[config.mk]
export PLATFORM = sky130hd
export DESIGN_NAME = tlbpa_ctrl
export DESIGN_NICKNAME = d
export VERILOG_FILES = /design/src/design/tlbpa_pkg.sv /design/src/design/tlbpa_ctrl.sv
export SDC_FILE = /design/constraint.sdc
export NUM_CORES = 1
export LEC_CHECK = 0
export BUFFER_PORTS_ARGS = -buffer_cell sky130_fd_sc_hd__buf_2
export CAP_MARGIN = 20
export CORE_AREA = 10 10 48 54
export DETAILED_ROUTE_END_ITERATION = 16
export DIE_AREA = 0 0 58 64
export GPL_ROUTABILITY_DRIVEN = 0
export PLACE_DENSITY_LB_ADDON = 0.2
export SETUP_SLACK_MARGIN = 0.5
export SYNTH_ARGS = -nofsm -noshare
export SYNTH_HDL_FRONTEND = slang
export SYNTH_SLANG_ARGS = --single-unit
[constraint.sdc]
create_clock -name clk -period 2.3 [get_ports clk]
set_clock_uncertainty 0.2 [all_clocks]
set_input_delay 0.23 -clock clk [delete_from_list [all_inputs] [get_ports clk]]
set_output_delay 0.23 -clock clk [all_outputs]
set_load 0.01 [all_outputs]
[src/design/tlbpa_pkg.sv]
// ----------------------------------------------------------------------------
// tlbpa_pkg
// Types, codes and constants shared by the page allocator modules.
// ----------------------------------------------------------------------------
package tlbpa_pkg;

  localparam int unsigned DEF_PAGE_COUNT  = 65536;
  localparam int unsigned DEF_GROUP_PAGES = 1024;
  localparam int unsigned PN_W            = 20;
  localparam int unsigned CFG_W           = 32;
  localparam int unsigned USED_W          = 17;
  localparam logic [31:0] LFSR_MASK       = 32'h8020_0003;
  localparam int unsigned SEARCH_LIMIT    = 65536;
  localparam int unsigned SEARCH_CNT_W    = 17;

  localparam logic [0:0] CFG_PAGE_BASE = 1'b0;
  localparam logic [0:0] CFG_SEED      = 1'b1;

  localparam logic [1:0] ST_OK        = 2'd0;
  localparam logic [1:0] ST_NO_PAGES  = 2'd1;
  localparam logic [1:0] ST_BAD_ADDR  = 2'd2;
  localparam logic [1:0] ST_NOT_ALLOC = 2'd3;

  typedef struct packed {
    logic        kind;
    logic [31:0] free_address;
  } in_item_t;

  typedef struct packed {
    logic [31:0]       page_address;
    logic [1:0]        status;
    logic [USED_W-1:0] used_pages;
  } out_item_t;

  // controller -> datapath
  typedef struct packed {
    logic start;      // latch item, clear counters
    logic clr_step;   // clear memory clearing pass
    logic lfsr_step;  // step search value, read group count
    logic scan_step;  // linear group scan step
    logic word_rd;    // read next map word of group
    logic commit_alloc;
    logic free_rd;    // read word of freed page
    logic commit_free;
    logic fail_full;
  } dp_cmd_t;

  // datapath -> controller
  typedef struct packed {
    logic clr_done;
    logic total_full;
    logic grp_ok;        // group count read this cycle is not full
    logic limit_hit;
    logic scan_end;
    logic word_ok;       // word read is not full
    logic words_end;
    logic free_bad;
    logic free_bit_set;
  } dp_sts_t;

  function automatic logic [31:0] lfsr_next(input logic [31:0] v);
    lfsr_next = (v >> 1) ^ (v[0] ? LFSR_MASK : 32'd0);
  endfunction

endpackage

[src/design/tlbpa_ctrl.sv]
// ----------------------------------------------------------------------------
// tlbpa_ctrl
// Sequencer for clearing pass, allocate search and free.
// ----------------------------------------------------------------------------
module tlbpa_ctrl
  import tlbpa_pkg::*;
(
  input  logic      clk,
  input  logic      rst_n,
  input  logic      in_valid,
  output logic      in_stall,
  input  logic      kind,
  output logic      out_valid,
  input  logic      out_stall,
  input  dp_sts_t   sts,
  output dp_cmd_t   cmd
);

  typedef enum logic [3:0] {
    S_CLEAR, S_IDLE, S_CHECK, S_LFSR, S_GWAIT, S_SCAN, S_SWAIT,
    S_WORD, S_WWAIT, S_FREE, S_FWAIT, S_OUT
  } state_t;

  state_t state_r, state_nxt;
  logic   out_valid_r, out_valid_nxt;

  assign out_valid = out_valid_r;
  assign in_stall  = !(state_r == S_IDLE) || out_valid_r;

  always_comb begin
    state_nxt     = state_r;
    out_valid_nxt = out_valid_r;
    cmd           = '0;
    if (out_valid_r && !out_stall) out_valid_nxt = 1'b0;
    unique case (state_r)
      S_CLEAR: begin
        cmd.clr_step = 1'b1;
        if (sts.clr_done) state_nxt = S_IDLE;
      end
      S_IDLE: begin
        if (in_valid && !out_valid_r) begin
          cmd.start = 1'b1;
          state_nxt = kind ? S_FREE : S_CHECK;
        end
      end
      S_CHECK: begin
        if (sts.total_full) begin
          cmd.fail_full = 1'b1;
          state_nxt     = S_OUT;
        end else begin
          state_nxt = S_LFSR;
        end
      end
      S_LFSR: begin
        cmd.lfsr_step = 1'b1;
        state_nxt     = S_GWAIT;
      end
      S_GWAIT: begin
        if (sts.grp_ok) state_nxt = S_WORD;
        else if (sts.limit_hit) state_nxt = S_SCAN;
        else state_nxt = S_LFSR;
      end
      S_SCAN: begin
        cmd.scan_step = 1'b1;
        state_nxt     = S_SWAIT;
      end
      S_SWAIT: begin
        if (sts.grp_ok) state_nxt = S_WORD;
        else if (sts.scan_end) begin
          cmd.fail_full = 1'b1;
          state_nxt     = S_OUT;
        end else state_nxt = S_SCAN;
      end
      S_WORD: begin
        cmd.word_rd = 1'b1;
        state_nxt   = S_WWAIT;
      end
      S_WWAIT: begin
        if (sts.word_ok) begin
          cmd.commit_alloc = 1'b1;
          state_nxt        = S_OUT;
        end else if (sts.words_end) begin
          cmd.fail_full = 1'b1;
          state_nxt     = S_OUT;
        end else state_nxt = S_WORD;
      end
      S_FREE: begin
        cmd.free_rd = 1'b1;
        state_nxt   = S_FWAIT;
      end
      S_FWAIT: begin
        cmd.commit_free = 1'b1;
        state_nxt       = S_OUT;
      end
      S_OUT: begin
        out_valid_nxt = 1'b1;
        state_nxt     = S_IDLE;
      end
      default: state_nxt = S_IDLE;
    endcase
  end

  always_ff @(posedge clk) begin
    if (!rst_n) begin
      state_r     <= S_CLEAR;
      out_valid_r <= 1'b0;
    end else begin
      state_r     <= state_nxt;
      out_valid_r <= out_valid_nxt;
    end
  end

endmodule

Word level (Yosys, flattened, before mapping) --
Index checks and enable logic that the tools add are counted.
Storage, ports and cells: register bits after elaboration 5, bits in latches 0, memory bits (writable) 0, memory bits (read-only) 0, input port bits 14, output and inout port bits 11, word-level logic and storage cells 53, memories kept 0
Operators by class: $add $sub $neg 0, $mul 0, div/mod/pow operators 0, order comparisons 0, eq/ne operators 13, shift-type cells 0, multiplexer cells 29, bitwise operators 0, reductions and logical operators 9
Operators by type and width (count):
- $pmux W4 S11 | 1
- $mux W4 | 9
- $mux W1 | 17
- $eq A4 B3 Y1 const B | 4
- $eq A4 B4 Y1 const B | 4
- $eq A4 B2 Y1 const B | 2
- $eq A4 B1 Y1 const B | 1
- $logic_not A4 Y1 | 1
- $logic_not A1 Y1 | 3
- $mux W3 | 1
- $pmux W1 S3 | 1
- $logic_and A1 B1 Y1 | 2
- $ne A2 B1 Y1 const B | 1
- $ne A2 B2 Y1 const B | 1
- $reduce_and A2 Y1 | 1
- $reduce_bool A2 Y1 | 1
- $logic_or A1 B1 Y1 | 1

Depth between registers and ports, before layout --
word-level depth 4, depth in mapped cells 6, depth with buffers taken out 4

Worst setup path before layout --
No wires, ideal clock.
kind reg-to-output, from register state_r[2], to output port in_stall, arrival time 1086 ps, required time 1870 ps, setup slack 784 ps, cell stages (with the launch flop) 4, path buffers 2, path through dfxtp_1 buf_6 buf_8 or4_1
Between the ends: longest elaborated chain between the ends 3
RTL lines:
- start, declared | line tlbpa_ctrl.sv:24 | state_t state_r, state_nxt;
- start signal, assigned | line tlbpa_ctrl.sv:108 | state_r <= state_nxt;
- $eq A4 B1 Y1 | line tlbpa_ctrl.sv:28 | assign in_stall = !(state_r == S_IDLE) || out_valid_r;
- $logic_not A1 Y1 | line tlbpa_ctrl.sv:28
- $logic_or A1 B1 Y1 | line tlbpa_ctrl.sv:28
- end, declared | line tlbpa_ctrl.sv:11 | output logic in_stall,
Every way passes these cells.

Worst setup path in the final report --
from register state_r[1], to output port in_stall
Same word-level chain as after synthesis.

==> impl_metrics.yaml <==
power:
  intPower_uw: 187
  p_per_area_nw_per_um2: 384
  seqPwrFrac_pct: 35.0
  p_comb_share_pct: 27.6
  ir_drop_mv: 0.248
  swShare_pct: 29.0
  p_switching_uw: 76.4
  p_leak_uw: 0.000317
  p_clk_share_pct: 37.4
routing:
  first_pass_iters: 3
  avgRoutedWirePerCell_um: 13.2
  vias: 582
  drt_iter0_markers: 13
  drc_errors: 0
  routed_wl_um: 1470
  drt-vias-per-instance: 5.20
  postRouteAntennaNets: 0
timing:
  hold_viol: 0
  setup_viol: 0
  slew_viol_final: 0
  tightest_slew_ns: 0.284
  fin_ws_ns: 0.566
  min_period_over_period_pct: 75.4
  max_freq_mhz: 577
  fin_tns_setup_ns: 0
  rsz0062_at_grt: "no"
  timing.slew.headroom_pct: 80.9
  fin_crit_ns: 1.73
critical_path:
  arrival_ns: 1.30
  required_ns: 1.87
  rr_worst_depth: 5
  worstReg2RegEnd: "state_r[1]"
  cp_max_fo: 8
  rr_startpoint: "state_r[0]"
  reg2reg_slack_ns: 0.84
  worst_setup_path_start_kind: "flop"
  crit_type: "flop to primary output"
  endpoint_kind: "primary output"
synthesis:
  synth-edff-count: 0
  synth_area_um2: 520
  synth_cell_types: 34
  syn_inst: 71
  synth.avg_cell_area_um2: 7.33
  yosysSeqAreaShare_pct: 19.2
  ys_warn_count: 0
  ys.flop_type: "dfxtp_1"
  synth_nets: 85
  synthArstFlopShare_pct: 0
  synth-seq-cells: 5
finish:
  drive_above_1_share_pct: 42.1
  fill_cells: 164
  area_growth_pct: 31.7
  antennaDiodeCount: 0
  layout.nets: 110
  fin_cells: 112
clocking:
  clock-root-buffer: "clkbuf_4"
  insertion_delay_ns: 0.24
  cts_sinks: 5
  clock_path_buffers: 2
  cts_tree: "yes"
  cts_hold_buf: 0
  h-tree-depth: 1
  cts_made_buffers: 3
  path_clk_slew_ns: 0.04
placed_design:
  dpl_worst_slack_ns: 0.557
  dp_cells: 105
  numPortBuffers: 22
  hpwl_um: 1080
flow_run:
  drv_cap: 0
floorplanning:
  die-area_um2: 3710
  die_x_um: 58
  io_pins: 25
  start_util_pct: 33.8
  core_area_um2: 1540
  die_h_um: 64
  num_rows: 15
worst_hold_path:
  hp-class: "input port to flop"
  hold-path-cell-count: 3
  min_to: "out_valid"
  min-delay-start: "out_stall"
grt:
  grt_pass1_vias: 565
  gr-usage-all-layers_pct: 8.00
  overflow: 0
  grt_max_degree: 19
  antenna_found_initial: 0
  grt_first_pass_wirelength_um: 2510
outcome:
  status: "completed"
-- how the worst max path moves through the flow --
stage,endpoint,slack [ns],depth (start not counted),from
finish,in_stall,0.57,3,state_r[1]
global route,cmd[7],0.50,3,state_r[0]
CTS,in_stall,0.50,3,state_r[1]
detailed placement,in_stall,0.56,3,state_r[1]
global placement,in_stall,0.54,3,state_r[1]
floorplan,in_stall,0.78,3,state_r[2]
-- synth_stat cells (all sizes together) (2+ instances only) --
master  number  area [um2]
nor3         2        15.0
nand2b       6        37.5
nor4         3        18.8
o21ai        6        30.0
a21oi        4        23.8
dfxtp        5         100
and2b        2        15.0
a32oi        2        17.5
nor2         9        33.8
nand2        5        21.3
inv          2        7.51
nor2b        5        31.3
buf          5        43.8
-- power by group through the flow --
stage | clock network (uW) | logic [uW] | registers, uW
6_report | 98.5 | 72.8 | 92.1
5_1_grt | 112 | 81.1 | 92.3
4_1_cts | 105 | 69.6 | 92.8
3_5_place_dp | 0 | 67.7 | 96.2
3_3_place_gp | 0 | 67.8 | 96.2
2_1_floorplan | 0 | 47.1 | 92.3
-- worst max-delay path: stages, from the launching register on --
cell and delay [ns]:
dfxtp_4 0.36, nand2b_4 0.16, or4_1 0.39, buf_2 0.15
-- through the flow --
step	util (%)	instance area, um2	hold WS (ns)	power [uW]
floorplan	-	520	0.146	139
global placement	39.7	611	0.278	164
detailed placement	39.7	611	0.299	164
CTS	42.6	656	0.0423	268
global route	44.6	686	0.0464	285
finish	44.6	686	0.0508	263
-- registers in the layout, indices dropped and copies added, names as in the netlist --
name and flops:
state_r 4, out_valid 1
-- area by class of cell --
cell class	count	area, um2	share of cell area [%]
repair buffers	26	140	20.4
well taps	17	21.3	3.10
clock buffers	4	26.3	3.83
inverters	2	7.51	1.09
flip-flops and latches	5	111	16.2
multi-input cells	58	379	55.3
-- repair_timing --
item	4_1_cts	5_1_grt
setup endpoints to repair	6	3
pin swaps	0	0
gates resized for setup	7	2
setup buffers	0	3
-- placed cells by master (no fill, tap or decap), types with 2 or more instances in the layout --
cell / instances
buf_2: 22
nor2_1: 9
o21ai_0: 6
nand2b_1: 5
nor2b_1: 5
nand2_1: 4
buf_4: 4
a21oi_1: 3
clkbuf_4: 3
dfxtp_4: 3
inv_1: 2
nor4_1: 2
a32oi_1: 2
dfxtp_1: 2
-- cells by family after synthesis --
group | share of synthesized area [%]
AOI/OAI and AO/OA | 28.1
buffers and inverters | 10.8
muxes | 1.92
and+or+nand+nor | 39.9
DFF | 19.2
-- per-layer routing --
layer / vias to the layer above / GRT usage [%] / wire length, um
met1: 268 / 9.96 / 701
met3: 0 / 2.77 / 69
met2: 12 / 12.0 / 704
met4: 0 / 3.53 / 0
met5: - / 0 / 0
li1: 302 / - / -
Power figures use the tool's default switching activity.
